[src/hw/rtl/a64mae_pkg.sv]
// Package for the AArch64 memory-access encoder: request kinds, word phases,
// address modes and the instruction-word formatting functions.
// No dependencies.
package a64mae_pkg;

  // Request kinds as carried on the input channel.
  localparam logic [3:0] KIND_LDB = 4'd0;
  localparam logic [3:0] KIND_LDH = 4'd1;
  localparam logic [3:0] KIND_LDW = 4'd2;
  localparam logic [3:0] KIND_LDX = 4'd3;
  localparam logic [3:0] KIND_STB = 4'd4;
  localparam logic [3:0] KIND_STH = 4'd5;
  localparam logic [3:0] KIND_STW = 4'd6;
  localparam logic [3:0] KIND_STX = 4'd7;
  localparam logic [3:0] KIND_LDQ = 4'd8;
  localparam logic [3:0] KIND_STQ = 4'd9;
  localparam logic [3:0] KIND_ADR = 4'd10;

  // Word phases of one request, in emission order; one bit each in the
  // remaining-word mask.
  localparam int unsigned NUM_PHASES = 6;
  localparam logic [2:0] PH_MOV0 = 3'd0;
  localparam logic [2:0] PH_MOV1 = 3'd1;
  localparam logic [2:0] PH_MOV2 = 3'd2;
  localparam logic [2:0] PH_MOV3 = 3'd3;
  localparam logic [2:0] PH_ADDR = 3'd4;
  localparam logic [2:0] PH_ACC  = 3'd5;

  // How the address is formed from base and displacement.
  localparam logic [1:0] MODE_ZERO  = 2'd0;
  localparam logic [1:0] MODE_SMALL = 2'd1;
  localparam logic [1:0] MODE_SHIFT = 2'd2;
  localparam logic [1:0] MODE_LARGE = 2'd3;

  // Move-wide opcodes.
  localparam logic [1:0] OPC_MOVZ = 2'd2;
  localparam logic [1:0] OPC_MOVK = 2'd3;

  localparam logic [4:0] SCRATCH_A = 5'd8;
  localparam logic [4:0] SCRATCH_B = 5'd9;

  localparam logic [31:0] ADD_REG_BASE = 32'h8B00_0000;
  localparam logic [5:0]  ADDSUB_IMM_OP = 6'h22;
  localparam logic [5:0]  MOVE_WIDE_OP  = 6'h25;
  localparam logic [11:0] IMM12_MAX     = 12'd4095;

  typedef logic [NUM_PHASES-1:0] phase_mask_t;

  // Opcode template of the unsigned-offset load/store for an access kind.
  function automatic logic [31:0] access_base(input logic [3:0] kind);
    logic [31:0] w;
    begin
      case (kind)
        KIND_LDB: w = 32'h3940_0000;
        KIND_LDH: w = 32'h7940_0000;
        KIND_LDW: w = 32'hB940_0000;
        KIND_LDX: w = 32'hF940_0000;
        KIND_STB: w = 32'h3900_0000;
        KIND_STH: w = 32'h7900_0000;
        KIND_STW: w = 32'hB900_0000;
        KIND_STX: w = 32'hF900_0000;
        KIND_LDQ: w = 32'h3DC0_0000;
        KIND_STQ: w = 32'h3D80_0000;
        default:  w = 32'h0000_0000;
      endcase
      return w;
    end
  endfunction

  // Log2 of the access size in bytes.
  function automatic logic [2:0] access_log2(input logic [3:0] kind);
    logic [2:0] lg;
    begin
      case (kind) inside
        KIND_LDQ, KIND_STQ: lg = 3'd4;
        default:            lg = {1'b0, kind[1:0]};
      endcase
      return lg;
    end
  endfunction

  // ADD/SUB (immediate), 64-bit.
  function automatic logic [31:0] add_sub_imm_word(input logic sub, input logic [4:0] rd,
                                                   input logic [4:0] rn,
                                                   input logic [11:0] imm12,
                                                   input logic sh);
    return {1'b1, sub, 1'b0, ADDSUB_IMM_OP, sh, imm12, rn, rd};
  endfunction

  // MOVZ/MOVK, 64-bit.
  function automatic logic [31:0] move_wide_word(input logic [1:0] opc, input logic [1:0] hw,
                                                 input logic [15:0] imm16,
                                                 input logic [4:0] rd);
    return {1'b1, opc, MOVE_WIDE_OP, hw, imm16, rd};
  endfunction

endpackage

[src/hw/rtl/a64_memory_access_encoder_top.sv]
// Top level of the AArch64 memory-access encoder: request register, word
// sequencer and output register.
// Depends on a64mae_pkg.
//
// Usage:
//   Input channel (in_valid/in_ready) takes one request word: kind, data
//   register, base register and a signed 32-bit displacement. The result
//   channel (out_valid/out_ready) gives one instruction word per handshake,
//   with out_last_word high on the final word of a request.
//   A request whose displacement fits the unsigned-offset form yields one
//   word; ADD/SUB immediate forms yield two words for an access and one for
//   an address add; large displacements yield up to six words (moves, a
//   register ADD and the access). Unused kinds yield no words.
//   The request is registered first; its first word then moves to the output register.
//   Throughput is one word per cycle while the receiver is ready, set by the
//   single word sequencer that emits one word of the held request each cycle;
//   a new request is taken in the cycle the previous request's last word moves
//   to the output register, so one-word requests stream at one per cycle.
//   When the receiver stalls, the output register holds its word and the
//   sequencer and input back up behind it. Reset empties both registers.
module a64_memory_access_encoder_top
  import a64mae_pkg::*;
(
  input  logic        clk,
  input  logic        rst_n,
  input  logic        in_valid,
  output logic        in_ready,
  input  logic [3:0]  in_kind,
  input  logic [4:0]  in_data_reg,
  input  logic [4:0]  in_base_reg,
  input  logic signed [31:0] in_displacement,
  output logic        out_valid,
  input  logic        out_ready,
  output logic [31:0] out_instr_word,
  output logic        out_last_word
);

  // Held request and its pending word mask.
  phase_mask_t rem_r, rem_nxt;
  logic [3:0]  movs_r, movs_nxt;
  logic [3:0]  kind_r, kind_nxt;
  logic [4:0]  rt_r, rt_nxt;
  logic [4:0]  rn_r, rn_nxt;
  logic [31:0] disp_r, disp_nxt;
  logic [31:0] mag_r, mag_nxt;
  logic [1:0]  mode_r, mode_nxt;
  logic        direct_r, direct_nxt;

  logic        out_valid_r, out_valid_nxt;
  logic [31:0] out_word_r, out_word_nxt;
  logic        out_last_r, out_last_nxt;

  // Classification of the incoming request.
  logic        in_fire;
  logic [31:0] in_disp_u;
  logic        in_neg;
  logic [31:0] in_mag;
  logic [1:0]  in_mode;
  logic [2:0]  in_lg;
  logic [31:0] in_low_mask;
  logic [31:0] in_scaled;
  logic        in_is_acc;
  logic        in_direct;
  logic        in_need_addr;
  phase_mask_t in_mask;
  logic [3:0]  in_movs;

  assign in_disp_u   = in_displacement;
  assign in_neg      = in_disp_u[31];
  assign in_mag      = in_neg ? (32'd0 - in_disp_u) : in_disp_u;
  assign in_lg       = access_log2(in_kind);
  assign in_low_mask = (32'd1 << in_lg) - 32'd1;
  assign in_scaled   = in_disp_u >> in_lg;
  assign in_is_acc   = (in_kind < KIND_ADR);
  assign in_direct   = in_is_acc && !in_neg && ((in_disp_u & in_low_mask) == 32'd0) &&
                       (in_scaled <= {20'd0, IMM12_MAX});
  assign in_need_addr = (in_kind == KIND_ADR) || (in_is_acc && !in_direct);

  always_comb begin
    if (in_disp_u == 32'd0) begin
      in_mode = MODE_ZERO;
    end else if (in_mag <= {20'd0, IMM12_MAX}) begin
      in_mode = MODE_SMALL;
    end else if ((in_mag[11:0] == 12'd0) && (in_mag[31:24] == 8'd0)) begin
      in_mode = MODE_SHIFT;
    end else begin
      in_mode = MODE_LARGE;
    end
  end

  // Moves are needed for every nonzero 16-bit chunk of the sign-extended value.
  assign in_movs = (in_need_addr && (in_mode == MODE_LARGE)) ?
                   {in_neg, in_neg, (in_disp_u[31:16] != 16'd0), (in_disp_u[15:0] != 16'd0)} :
                   4'd0;
  assign in_mask = {in_is_acc, in_need_addr, in_movs};

  // Current word: lowest pending phase.
  logic [2:0]  cur_ph;
  phase_mask_t cur_onehot;
  logic        cur_last;
  logic        emit;
  logic        neg_w;
  logic [4:0]  dst_w;
  logic [4:0]  tmp_w;
  logic        wrote_w;
  logic [15:0] chunk_w;
  logic [31:0] addr_word;
  logic [31:0] acc_word;
  logic [31:0] cur_word;
  logic [2:0]  lg_w;
  logic        direct_w;

  always_comb begin
    cur_ph = PH_ACC;
    for (int i = NUM_PHASES - 1; i >= 0; i--) begin
      if (rem_r[i]) begin
        cur_ph = 3'(i);
      end
    end
  end

  assign cur_onehot = phase_mask_t'(1) << cur_ph;
  assign cur_last   = ((rem_r & ~cur_onehot) == '0);
  assign emit       = (rem_r != '0) && (!out_valid_r || out_ready);
  assign in_ready   = (rem_r == '0) || (emit && cur_last);
  assign in_fire    = in_valid && in_ready;

  assign neg_w    = disp_r[31];
  assign dst_w    = (kind_r == KIND_ADR) ? rt_r : SCRATCH_A;
  assign tmp_w    = (dst_w == SCRATCH_A) ? SCRATCH_B : SCRATCH_A;
  assign wrote_w  = ((movs_r & ~rem_r[3:0]) != 4'd0);
  assign lg_w     = access_log2(kind_r);
  assign direct_w = direct_r;

  always_comb begin
    if (cur_ph[1]) begin
      chunk_w = {16{neg_w}};
    end else if (cur_ph[0]) begin
      chunk_w = disp_r[31:16];
    end else begin
      chunk_w = disp_r[15:0];
    end
  end

  // Address word: immediate forms or register ADD with the scratch register.
  always_comb begin
    case (mode_r)
      MODE_ZERO:  addr_word = add_sub_imm_word(1'b0, dst_w, rn_r, 12'd0, 1'b0);
      MODE_SMALL: addr_word = add_sub_imm_word(neg_w, dst_w, rn_r, mag_r[11:0], 1'b0);
      MODE_SHIFT: addr_word = add_sub_imm_word(neg_w, dst_w, rn_r, mag_r[23:12], 1'b1);
      default:    addr_word = ADD_REG_BASE | ({27'd0, tmp_w} << 16) |
                              ({27'd0, rn_r} << 5) | {27'd0, dst_w};
    endcase
  end

  // Access word: direct offset, or zero offset from the scratch address.
  always_comb begin
    if (direct_w) begin
      acc_word = access_base(kind_r) | ({20'd0, disp_r[11 + lg_w -: 12] & IMM12_MAX} << 10) |
                 ({27'd0, rn_r} << 5) | {27'd0, rt_r};
    end else begin
      acc_word = access_base(kind_r) | ({27'd0, SCRATCH_A} << 5) | {27'd0, rt_r};
    end
  end

  always_comb begin
    unique case (cur_ph)
      PH_MOV0, PH_MOV1, PH_MOV2, PH_MOV3:
        cur_word = move_wide_word(wrote_w ? OPC_MOVK : OPC_MOVZ, cur_ph[1:0], chunk_w, tmp_w);
      PH_ADDR: cur_word = addr_word;
      PH_ACC:  cur_word = acc_word;
      default: cur_word = acc_word;
    endcase
  end

  // Next-state logic for the request and output registers.
  always_comb begin
    rem_nxt       = rem_r;
    movs_nxt      = movs_r;
    kind_nxt      = kind_r;
    rt_nxt        = rt_r;
    rn_nxt        = rn_r;
    disp_nxt      = disp_r;
    mag_nxt       = mag_r;
    mode_nxt      = mode_r;
    direct_nxt    = direct_r;
    out_valid_nxt = out_valid_r;
    out_word_nxt  = out_word_r;
    out_last_nxt  = out_last_r;

    if (out_valid_r && out_ready) begin
      out_valid_nxt = 1'b0;
    end
    if (emit) begin
      rem_nxt       = rem_r & ~cur_onehot;
      out_valid_nxt = 1'b1;
      out_word_nxt  = cur_word;
      out_last_nxt  = cur_last;
    end
    if (in_fire) begin
      rem_nxt    = in_mask;
      movs_nxt   = in_movs;
      kind_nxt   = in_kind;
      rt_nxt     = in_data_reg;
      rn_nxt     = in_base_reg;
      disp_nxt   = in_disp_u;
      mag_nxt    = in_mag;
      mode_nxt   = in_mode;
      direct_nxt = in_direct;
    end
  end

  // Control registers.
  always_ff @(posedge clk) begin
    if (!rst_n) begin
      rem_r       <= '0;
      out_valid_r <= 1'b0;
    end else begin
      rem_r       <= rem_nxt;
      out_valid_r <= out_valid_nxt;
    end
  end

  // Payload registers.
  always_ff @(posedge clk) begin
    movs_r     <= movs_nxt;
    kind_r     <= kind_nxt;
    rt_r       <= rt_nxt;
    rn_r       <= rn_nxt;
    disp_r     <= disp_nxt;
    mag_r      <= mag_nxt;
    mode_r     <= mode_nxt;
    direct_r   <= direct_nxt;
    out_word_r <= out_word_nxt;
    out_last_r <= out_last_nxt;
  end

  assign out_valid      = out_valid_r;
  assign out_instr_word = out_word_r;
  assign out_last_word  = out_last_r;

  // A request still holding words must block the input.
  a_hold_input: assert property (@(posedge clk) disable iff (!rst_n)
    ((rem_r != '0) && !(emit && cur_last)) |-> !in_ready)
    else $error("input accepted while a request still has words pending");

  // Move words only exist for the large-displacement form.
  a_movs_large: assert property (@(posedge clk) disable iff (!rst_n)
    ((rem_r[3:0] & movs_r) != 4'd0) |-> (mode_r == MODE_LARGE))
    else $error("move words pending outside the large-displacement form");

  // Pending moves are always a subset of the request's move set.
  a_movs_subset: assert property (@(posedge clk) disable iff (!rst_n)
    ((rem_r[3:0] & ~movs_r) == 4'd0))
    else $error("pending move word outside the request's move set");

  // An emitted word shows up on the output in the next cycle.
  a_emit_out: assert property (@(posedge clk) disable iff (!rst_n)
    emit |=> (out_valid && (out_last_word == $past(cur_last))))
    else $error("emitted word missing from the output register");

endmodule

[config.mk]
export PLATFORM = sky130hd
export DESIGN_NAME = a64_memory_access_encoder_top
export DESIGN_NICKNAME = d
export VERILOG_FILES = /design/src/hw/rtl/a64mae_pkg.sv /design/src/hw/rtl/a64_memory_access_encoder_top.sv
export SDC_FILE = /design/constraint.sdc
export NUM_CORES = 1
export LEC_CHECK = 0
export ABC_AREA = 1
export BUFFER_PORTS_ARGS = -buffer_cell sky130_fd_sc_hd__buf_2
export CAP_MARGIN = 20
export CORE_AREA = 5 5 113 115
export DETAILED_ROUTE_END_ITERATION = 12
export DIE_AREA = 0 0 118 120
export HOLD_SLACK_MARGIN = 0.03
export PLACE_DENSITY = 0.75
export SLEW_MARGIN = 15
export SYNTH_ARGS = -nofsm -noshare
export SYNTH_HDL_FRONTEND = slang
export SYNTH_SLANG_ARGS = --single-unit
export TNS_END_PERCENT = 30
[constraint.sdc]
create_clock -name clk -period 3.76 [get_ports clk]
set_clock_uncertainty 0.2 [all_clocks]
set_input_delay 0 -clock clk [delete_from_list [all_inputs] [get_ports clk]]
set_output_delay 0 -clock clk [all_outputs]
set_load 0.1 [all_outputs]
==> results of run 1 <==
Yosys cell counts, types with 2 or more instances:
master     number  area [um2]
xnor2_1         2        17.5
nor2_1        103         387
inv_2           4        15.0
nor3_1          3        15.0
o22ai_1         2        12.5
nand3_1        84         420
edfxtp_1      108        3240
nand2_1       211         792
o21ai_0        54         270
nand3b_1        3        22.5
conb_1          2        7.51
inv_1          99         372
clkbuf_1       13        48.8
xor2_1          7        61.3
o21ai_2         2        17.5
o221ai_1        5        43.8
mux2i_1         2        20.0
ha_1            2        25.0
dfxtp_1        12         240
a21oi_1        17        85.1
o2111ai_1       6        52.6
and2_1          2        12.5
or2_2           3        18.8
o21ai_1         3        15.0
o211ai_1        6        45.0
nand4_1        10        62.6
nand2_4         2        22.5
buf_2           2        10.0
registers in the layout (all words and copies together), names as in the netlist, 2 cells and up:
register / flops
movs_r: 3
out_instr_word: 32
rem_r: 6
rt_r: 5
rn_r: 5
kind_r: 4
acc_word: 5
mode_r: 2
mag_r: 23
disp_r: 32
worst register-to-register path: stages, from the launching register on:
cell,delay (ns)
dfxtp_1,0.46
nor2_4,0.10
o21ai_4,0.11
nand2_4,0.22
inv_2,0.22
nand2_1,0.11
nand2_1,0.19
inv_2,0.06
nand2_1,0.08
nand2_2,0.07
nand2_4,0.17
nand2_1,0.14
o21ai_0,0.19
dlygate4sd3_1,0.58
nor2_1,0.05
dlygate4sd3_1,0.55
timing repair:
| item | CTS | global route |
|---|---|---|
| buffers inserted | 0 | 0 |
| hold endpoints to repair | 98 | 0 |
| hold buffers | 51 | 0 |
| resized for setup | 0 | 0 |
routing by layer:
layer  vias to the layer above  GRT usage  part of all wire  wire, um
li1                       2922          -                 -         -
met1                      2845      0.366              0.38      7800
met2                       405      0.496              0.48      9900
met3                        67     0.0655             0.098      2000
met4                         0      0.131             0.036       745
met5                         -          0                 0         0
power breakdown:
part / internal [W] / switching, W
logic: 0.000835 / 0.00328
registers: 0.00238 / 0.000292
clock network: 0.000867 / 0.000652
total: 0.00409 / 0.00423
how the worst min path moves through the flow:
stage	cells past startpoint	endpoint	startpoint	slack [ns]
finish	2	rt_r[1]$_DFFE_PP_	in_data_reg[1]	0.1
global route	2	rn_r[4]$_DFFE_PP_	in_base_reg[4]	0.09
CTS	2	rn_r[4]$_DFFE_PP_	in_base_reg[4]	0.08
detailed placement	1	rn_r[4]$_DFFE_PP_	in_base_reg[4]	-0.02
global placement	1	rn_r[4]$_DFFE_PP_	in_base_reg[4]	-0.02
floorplan	0	disp_r[0]$_DFFE_PP_	in_displacement[0]	-0.10
cell families (layout without fill, tap and decap cells):
| kind of cell | Yosys count | count (layout) | synth area share |
|---|---|---|---|
| fa+ha+maj | 2 | 2 | 0.00383 |
| xor+xnor | 9 | 9 | 0.0121 |
| simple gates | 427 | 427 | 0.278 |
| flops | 120 | 120 | 0.534 |
| other cells | 2 | 2 | 0.00115 |
| buf+inv | 121 | 276 | 0.0717 |
| mux | 2 | 2 | 0.00307 |
| compound gates | 103 | 103 | 0.0970 |
stage by stage:
stage          hold slack (ns)  power (W)
2_1_floorplan           -0.101    0.00578
3_3_place_gp           -0.0201    0.00664
3_5_place_dp           -0.0219    0.00670
4_1_cts                 0.0805    0.00829
5_1_grt                 0.0915    0.00872
6_report                0.0970    0.00831
cell type report:
type	instances	area (um2)
clock buffers	17	425
clock inverters	15	133
fillers	901	3530
inverters	104	393
multi-input cells	545	2580
flip-flops and latches	120	3480
well taps	147	184
repair buffers	140	981
==> out/results.tsv, run 1 <==
stage	metric	value	unit
run_status	status	finished, final reports clean	
clocking	total CTS buffers	17	
worst_setup_path	CP endpoint	rem_r[2]$_SDFFE_PN0P_	
cells_and_area	Area Overhead vs Synth	25.2	%
floorplanning	IO Pins	85	
worst_setup_path	worst path bufs/invs	4	
sta	setup TNS	0	ns
route	DRT Pass-1 Iters	6	
route	mean number of vias per cell	5.73	
synthesis	Syn Nets	838	
placed_design	Port Buffer Count	84	
placed_design	placed cells	1005	
cells_and_area	commonest non-fill, non-tap cell in the layout	nand2_1	
synthesis	Synth Cell Area	6530	um2
sta	endpoints failing setup	0	
worst_setup_path	cell breakdown of the critical path	nor2_4, o21ai_4, nand2_4, inv_2, nand2_1, nand2_1, inv_2, nand2_1, nand2_2, nand2_4, nand2_1, o21ai_0, dlygate4sd3_1, nor2_1, dlygate4sd3_1	
floorplanning	initial core utilization	0.557	
worst_setup_path	crit start category	flop	
synthesis	Cells after Synth	786	
floorplanning	die footprint	14200	um2
floorplanning	Core Area	11700	um2
pwr	P_leak	3.60	nW
worst_setup_path	r2r endpoint	rem_r[2]$_SDFFE_PN0P_	
global_routing	vias in the first global route	6198	
floorplanning	Die Y	120	um
synthesis	async set or reset register ratio after synthesis	0	
global_routing	gr ovfl total	0	
route	DRC viols	0	
pwr	Worst VDD drop	1250	uV
floorplanning	floorplan row count	40	
cells_and_area	Core Util, Final	0.698	
run	Max-Cap Viols	0	
worst_setup_path	WP data arrival	3.70	ns
clocking	CTS tree	built	
sta	worst-margin pin slew	0.833	ns
cells_and_area	nets	980	
cells_and_area	commonest non-fill, non-tap cells in the layout	211 x nand2_1, 108 x edfxtp_1, 103 x nor2_1	
synthesis	number of flops mapped to enable cells by yosys	108	
placed_design	post-placement setup slack	0.733	ns
worst_setup_path	reg-to-reg critical path startpoint	rem_r[1]$_SDFFE_PN0P_	
sta	fin crit share	0.959	
clocking	Root Driver	clkbuf_16	
sta	unrepaired setup endpoints after global routing	false	
worst_setup_path	CP required	3.85	ns
synthesis	Netlist cell types	45	
synthesis	Yosys warning count	0	
cells_and_area	n_diodes	0	
clocking	Clock Latency Late Sink	0.41	ns
synthesis	syn_area_per_cell	8.31	um2
clocking	Num Clock Sinks	120	
cells_and_area	Post-Layout Cell Count	1088	
worst_setup_path	Top delay family on crit path	buffers and inverters	
sta	Max Clock Freq	277	MHz
sta	Hold Vio Cnt, Final	0	
worst_setup_path	crit end category	flop	
floorplanning	width of the die	118	um
placed_design	placed inst area	7110	um2
worst_setup_path	CP startpoint	rem_r[1]$_SDFFE_PN0P_	
placed_design	Detail Placement HPWL	15.0	mm
worst_setup_path	flop2flop setup slack	0.15	ns
worst_setup_path	R2R cell count	15	
route	drt initial violations	674	
sta	final-report max-slew violation count	0	
worst_setup_path	WP depth	15	
clocking	CTS H-tree depth	4	
pwr	total power per unit cell area	1020	nW/um2
synthesis	sequential area share after synthesis	0.534	
synthesis	top_reg_cell synth	edfxtp_1	
worst_setup_path	Worst path most repeated cell	nand2_1	
sta	slew margin rel.	0.443	
global_routing	Tot GR Track Use	0.295	
route	Antenna Nets Post-Route	0	
route	final wirelength	20.4	mm
synthesis	number of synthesized register bits	120	
route	drt wl/cell	18.8	um
worst_setup_path	slowest CP cell	dlygate4sd3_1	
global_routing	largest net degree at the start of global routing	59	
min_path	worst hold path class	in -> reg	
cells_and_area	layout cell share with drive strength beyond 1	0.149	
worst_setup_path	worst stage delay on the critical path	0.58	ns
global_routing	initial antenna violation count	0	
cells_and_area	Final Instance Area	8180	um2
worst_setup_path	CP Class	reg -> reg	
worst_setup_path	Crit Path Max Fanout	18	
clocking	clock buffer depth	2	
sta	Tmin final	3.61	ns
clocking	Worst-path clk slew	0.06	ns
sta	post-route setup slack	0.153	ns
global_routing	first-pass GRT wire length	32.4	mm
placed_design	routability congestion estimate	1.07	
route	vias	6239	
Power figures use the tool's default switching activity.
==> run 2: changes to the inputs <==
Settings changed: CORE_AREA 5 5 113 115 to 5 5 134 136, DIE_AREA 0 0 118 120 to 0 0 139 141, PLACE_DENSITY 0.75 to 0.55.
==> run 2 against run 1 <==
Compared with the run above: final cell count up 7.3%; first-iteration DRC count fell by 20%; die area is 38% higher; worst setup slack gained 0.14 ns; wire length down 1.7%; sequential power about the same; critical path depth stayed put; register-to-register slack better by 0.14 ns; power grew 0.58%; non-clock buffer count is 2 higher; worst hold slack gained 0.013 ns; largest power group unchanged.
==> out/results.tsv, run 2 (synthesis gave the netlist of run 1 again) <==
stage	metric	value	unit
run_status	status	finished, final reports clean	
pwr	P_sw	0.00410	W
global_routing	first-pass GRT wire length	31.3	mm
min_path	worst hold path class	in -> reg	
global_routing	Tot GR Track Use	0.206	
global_routing	initial antenna violation count	3	
sta	setup TNS	0	ns
cells_and_area	fill count	1668	
clocking	Worst-path clk slew	0.06	ns
sta	worst-margin pin slew	0.803	ns
worst_setup_path	crit start category	flop	
route	DRC viols	0	
clocking	clock buffer depth	2	
worst_setup_path	Top delay family on crit path	buffers and inverters	
route	final wirelength	20.1	mm
sta	Max Clock Freq	289	MHz
cells_and_area	multi-input logic area	2580	um2
sta	fin crit share	0.922	
global_routing	vias in the first global route	5808	
pwr	Worst VDD drop	660	uV
worst_setup_path	reg-to-reg critical path startpoint	rem_r[1]$_SDFFE_PN0P_	
sta	slew margin rel.	0.462	
worst_setup_path	worst stage delay on the critical path	0.57	ns
floorplanning	Die Y	141	um
clocking	CTS H-tree depth	4	
worst_setup_path	r2r endpoint	rem_r[2]$_SDFFE_PN0P_	
placed_design	Detail Placement HPWL	15.2	mm
pwr	P_leak	3.63	nW
clocking	postcts setup bufs	0	
worst_setup_path	slowest CP cell	dlygate4sd3_1	
route	Antenna Nets Post-Route	0	
pwr	Clock Power Share	0.193	
route	vias	5877	
route	DRT Pass-1 Iters	6	
sta	post-route setup slack	0.295	ns
worst_setup_path	CP startpoint	rem_r[1]$_SDFFE_PN0P_	
clocking	Clock Latency Late Sink	0.41	ns
clocking	CTS Hold Bufs	51	
worst_setup_path	R2R cell count	15	
route	drt initial violations	541	
sta	endpoints failing setup	0	
worst_setup_path	CP required	3.86	ns
floorplanning	initial core utilization	0.388	
min_path	Hold Path End	rn_r[0]$_DFFE_PP_	
cells_and_area	Core Util, Final	0.495	
global_routing	largest net degree at the start of global routing	34	
cells_and_area	layout cell share with drive strength beyond 1	0.148	
sta	final-report max-slew violation count	0	
clocking	Num Clock Sinks	120	
worst_setup_path	flop2flop setup slack	0.30	ns
floorplanning	floorplan row count	48	
worst_setup_path	crit end category	flop	
pwr	cell-internal power	0.00426	W
pwr	Sw Share	0.491	
worst_setup_path	worst path bufs/invs	4	
cells_and_area	Area Overhead vs Synth	27.4	%
cells_and_area	commonest non-fill, non-tap cells in the layout	211 x nand2_1, 108 x edfxtp_1, 103 x nor2_1	
worst_setup_path	cell breakdown of the critical path	nor2_4, o21ai_4, nand2_4, inv_2, nand2_1, nand2_1, inv_2, nand2_1, nand2_2, nand2_4, nand2_1, o21ai_0, dlygate4sd3_1, nor2_1, dlygate4sd3_1	
min_path	Hold Startpoint	in_base_reg[0]	
route	mean number of vias per cell	5.04	
placed_design	routability congestion estimate	0.873	
clocking	CTS tree	built	
clocking	Root Driver	clkbuf_16	
cells_and_area	n_diodes	0	
floorplanning	width of the die	139	um
min_path	hold path cells	2	
worst_setup_path	CP Class	reg -> reg	
placed_design	post-placement setup slack	0.784	ns
worst_setup_path	WP data arrival	3.57	ns
cells_and_area	commonest non-fill, non-tap cell in the layout	nand2_1	
worst_setup_path	Worst path most repeated cell	nand2_1	
clocking	CTS resizes	0	
pwr	Sequential Power Share	0.317	
sta	Tmin final	3.46	ns
run	Max-Cap Viols	0	
sta	Hold Vio Cnt, Final	0	
pwr	total power per unit cell area	1010	nW/um2
sta	unrepaired setup endpoints after global routing	false	
pwr	Pwr Total	0.00836	W
floorplanning	IO Pins	85	
floorplanning	die footprint	19600	um2
placed_design	Port Buffer Count	84	
cells_and_area	Register Area	3480	um2
floorplanning	Core Area	16800	um2
cells_and_area	nets	982	
pwr	Gate power share	0.490	
clocking	total CTS buffers	17	
worst_setup_path	Crit Path Max Fanout	18	
route	drt wl/cell	17.2	um
global_routing	gr ovfl total	0	
[run 2: worst max-delay path by stage]
stage	to	cells past startpoint
3_5_place_dp	mag_r[1]$_DFFE_PP_	12
3_3_place_gp	out_instr_word[13]$_DFFE_PP_	10
5_1_grt	rem_r[2]$_SDFFE_PN0P_	15
2_1_floorplan	acc_word[28]$_SDFF_PN1_	15
6_report	rem_r[2]$_SDFFE_PN0P_	15
4_1_cts	rem_r[2]$_SDFFE_PN0P_	15
[run 2: routing by layer]
layer,track usage,wire length (um),vias to the layer above
met5,0,47,-
met4,0.0808,516,6
met3,0.0461,1290,42
met2,0.345,9500,226
met1,0.261,8750,2681
li1,-,-,2922
[run 2: power by group through the flow]
stage | clock network [W] | logic (W) | registers, W
final | 0.00161 | 0.00410 | 0.00265
after global routing | 0.00169 | 0.00441 | 0.00271
after CTS | 0.00163 | 0.00411 | 0.00265
after detailed placement | 0 | 0.00404 | 0.00268
after global placement | 0 | 0.00403 | 0.00268
after floorplan | 0 | 0.00182 | 0.00396
[run 2: final cells by class]
cell class,instances,area share
Sequential cell,120,0.419
Multi-Input combinational cell,545,0.310
Timing Repair Buffer,142,0.120
Clock buffer,18,0.0516
Inverter,104,0.0472
Tap cell,225,0.0338
Clock inverter,13,0.0188
[run 2: stage by stage]
stage,instance area [um2],hold WS (ns),cells
5_1_grt,8320,0.116,1167
4_1_cts,8320,0.0978,1167
3_5_place_dp,7220,-0.0219,1085
2_1_floorplan,6530,-0.101,786
6_report,8320,0.110,1167
3_3_place_gp,7220,-0.00767,1085
==> run 3: changes to the inputs <==
Clock period 3.76 ns to 4.5 ns, I/O delays scaled along.
==> run 3 against run 2 <==
Compared with the run above: worst hold slack about the same; first-iteration DRC count down 1.7%; clock power decreased by 19%; power is 17% lower; sequential cell count did not move; final cell count shrank 0.17%; die area unchanged; worst setup slack improved by 0.69 ns; sequential share of layout area is 0.16 points higher; cell area fell by 0.38%; via count rose by 1.1%; critical path type unchanged.
==> out/results.tsv, run 3 (synthesis gave the netlist of run 1 again) <==
stage	metric	value	unit
cells_and_area	commonest non-fill, non-tap cell in the layout	nand2_1	
pwr	P_leak	3.61	nW
placed_design	routability congestion estimate	0.913	
sta	setup TNS	0	ns
sta	final-report max-slew violation count	0	
pwr	Worst VDD drop	513	uV
sta	slew margin rel.	0.459	
placed_design	Port Buffer Count	84	
pwr	total power per unit cell area	837	nW/um2
clocking	postcts setup bufs	0	
floorplanning	Core Area	16800	um2
cells_and_area	Core Util, Final	0.493	
clocking	CTS resizes	0	
clocking	Worst-path clk slew	0.06	ns
floorplanning	floorplan row count	48	
pwr	Pwr Total	0.00694	W
global_routing	gr ovfl total	0	
sta	endpoints failing setup	0	
worst_setup_path	Crit Path Max Fanout	18	
route	mean number of vias per cell	5.10	
route	Antenna Nets Post-Route	0	
global_routing	Tot GR Track Use	0.208	
sta	Hold Vio Cnt, Final	0	
clocking	Root Driver	clkbuf_16	
sta	Tmin final	3.51	ns
clocking	CTS tree	built	
worst_setup_path	cell breakdown of the critical path	nor2_4, o21ai_4, nand2_4, inv_2, nand2_1, nand2_1, inv_2, nand2_1, nand2_2, nand2_4, nand2_1, o21ai_0, dlygate4sd3_1, nor2_1, dlygate4sd3_1	
cells_and_area	fill count	1616	
sta	hold_ws	0.109	ns
cells_and_area	n_diodes	0	
placed_design	Detail Placement HPWL	15.0	mm
global_routing	vias in the first global route	5842	
floorplanning	die footprint	19600	um2
route	drt wl/cell	17.1	um
route	final wirelength	19.9	mm
floorplanning	IO Pins	85	
route	vias	5941	
floorplanning	initial core utilization	0.388	
global_routing	initial antenna violation count	1	
clocking	total CTS buffers	17	
worst_setup_path	crit end category	flop	
worst_setup_path	CP required	4.60	ns
floorplanning	Die Y	141	um
sta	Max Clock Freq	285	MHz
run_status	status	finished, final reports clean	
sta	fin crit share	0.780	
clocking	Num Clock Sinks	120	
clocking	CTS Hold Bufs	51	
worst_setup_path	crit start category	flop	
cells_and_area	commonest non-fill, non-tap cells in the layout	211 x nand2_1, 108 x edfxtp_1, 103 x nor2_1	
cells_and_area	Area Overhead vs Synth	26.9	%
clocking	CTS H-tree depth	4	
worst_setup_path	worst stage delay on the critical path	0.59	ns
clocking	Clock Latency Late Sink	0.41	ns
global_routing	largest net degree at the start of global routing	50	
worst_setup_path	CP Class	reg -> reg	
sta	worst-margin pin slew	0.808	ns
floorplanning	width of the die	139	um
cells_and_area	nets	979	
min_path	worst hold path class	in -> reg	
route	DRT Pass-1 Iters	5	
sta	unrepaired setup endpoints after global routing	false	
route	drt initial violations	532	
route	DRC viols	0	
global_routing	first-pass GRT wire length	31.9	mm
worst_setup_path	WP data arrival	3.61	ns
clocking	clock buffer depth	2	
worst_setup_path	Worst path most repeated cell	nand2_1	
cells_and_area	layout cell share with drive strength beyond 1	0.147	
worst_setup_path	slowest CP cell	dlygate4sd3_1	
run	Max-Cap Viols	0	
==> run 3: worst paths after layout <==
path	cells past startpoint	slack, ns	startpoint	to
worst min-delay path	2	0.11	in_base_reg[3]	rn_r[3]$_DFFE_PP_
worst min register to register	1	0.29	acc_word[31]$_SDFF_PP0_	out_instr_word[31]$_DFFE_PP_
worst max register to register	15	0.99	rem_r[1]$_SDFFE_PN0P_	rem_r[2]$_SDFFE_PN0P_
worst max-delay path	15	0.99	rem_r[1]$_SDFFE_PN0P_	rem_r[2]$_SDFFE_PN0P_
==> run 3: area by class of cell <==
cell class,instances,area [um2],area share
clock buffers,18,429,0.0518
clock inverters,14,150,0.0181
inverters,104,390,0.0471
multi-input cells,545,2580,0.311
flip-flops and latches,120,3480,0.420
well taps,225,282,0.0340
repair buffers,139,973,0.117
==> run 3: where the power goes <==
part / internal, W / total (W) / switching [W]
clock: 0.000816 / 0.00131 / 0.000493
combinational: 0.000696 / 0.00340 / 0.00271
sequential: 0.00199 / 0.00222 / 0.000229
==> run 3: routing by layer <==
metal,vias to the layer above,track usage,share of wire
met2,251,0.335,0.46
met3,52,0.0366,0.063
met5,-,0,0.0010
met4,2,0.0984,0.036
met1,2720,0.274,0.44
li1,2916,-,-
==> run 3: metrics by stage <==
stage | instance area (um2) | worst slack [ns] | std cells
after floorplan | 6530 | 0.694 | 786
after global placement | 7200 | 1.43 | 1082
after detailed placement | 7200 | 1.37 | 1082
after CTS | 8290 | 1.09 | 1165
after global routing | 8290 | 0.795 | 1165
final | 8290 | 0.988 | 1165
==> run 3: worst max-delay path: cells and delay by family, from the launching register on <==
| kind | cells | cell delay [ns] |
|---|---|---|
| flip-flops | 1 | 0.45 |
| AND/OR/NAND/NOR | 9 | 1.06 |
| AO/OA/AOI/OAI | 2 | 0.27 |
| buffers and inverters | 4 | 1.41 |
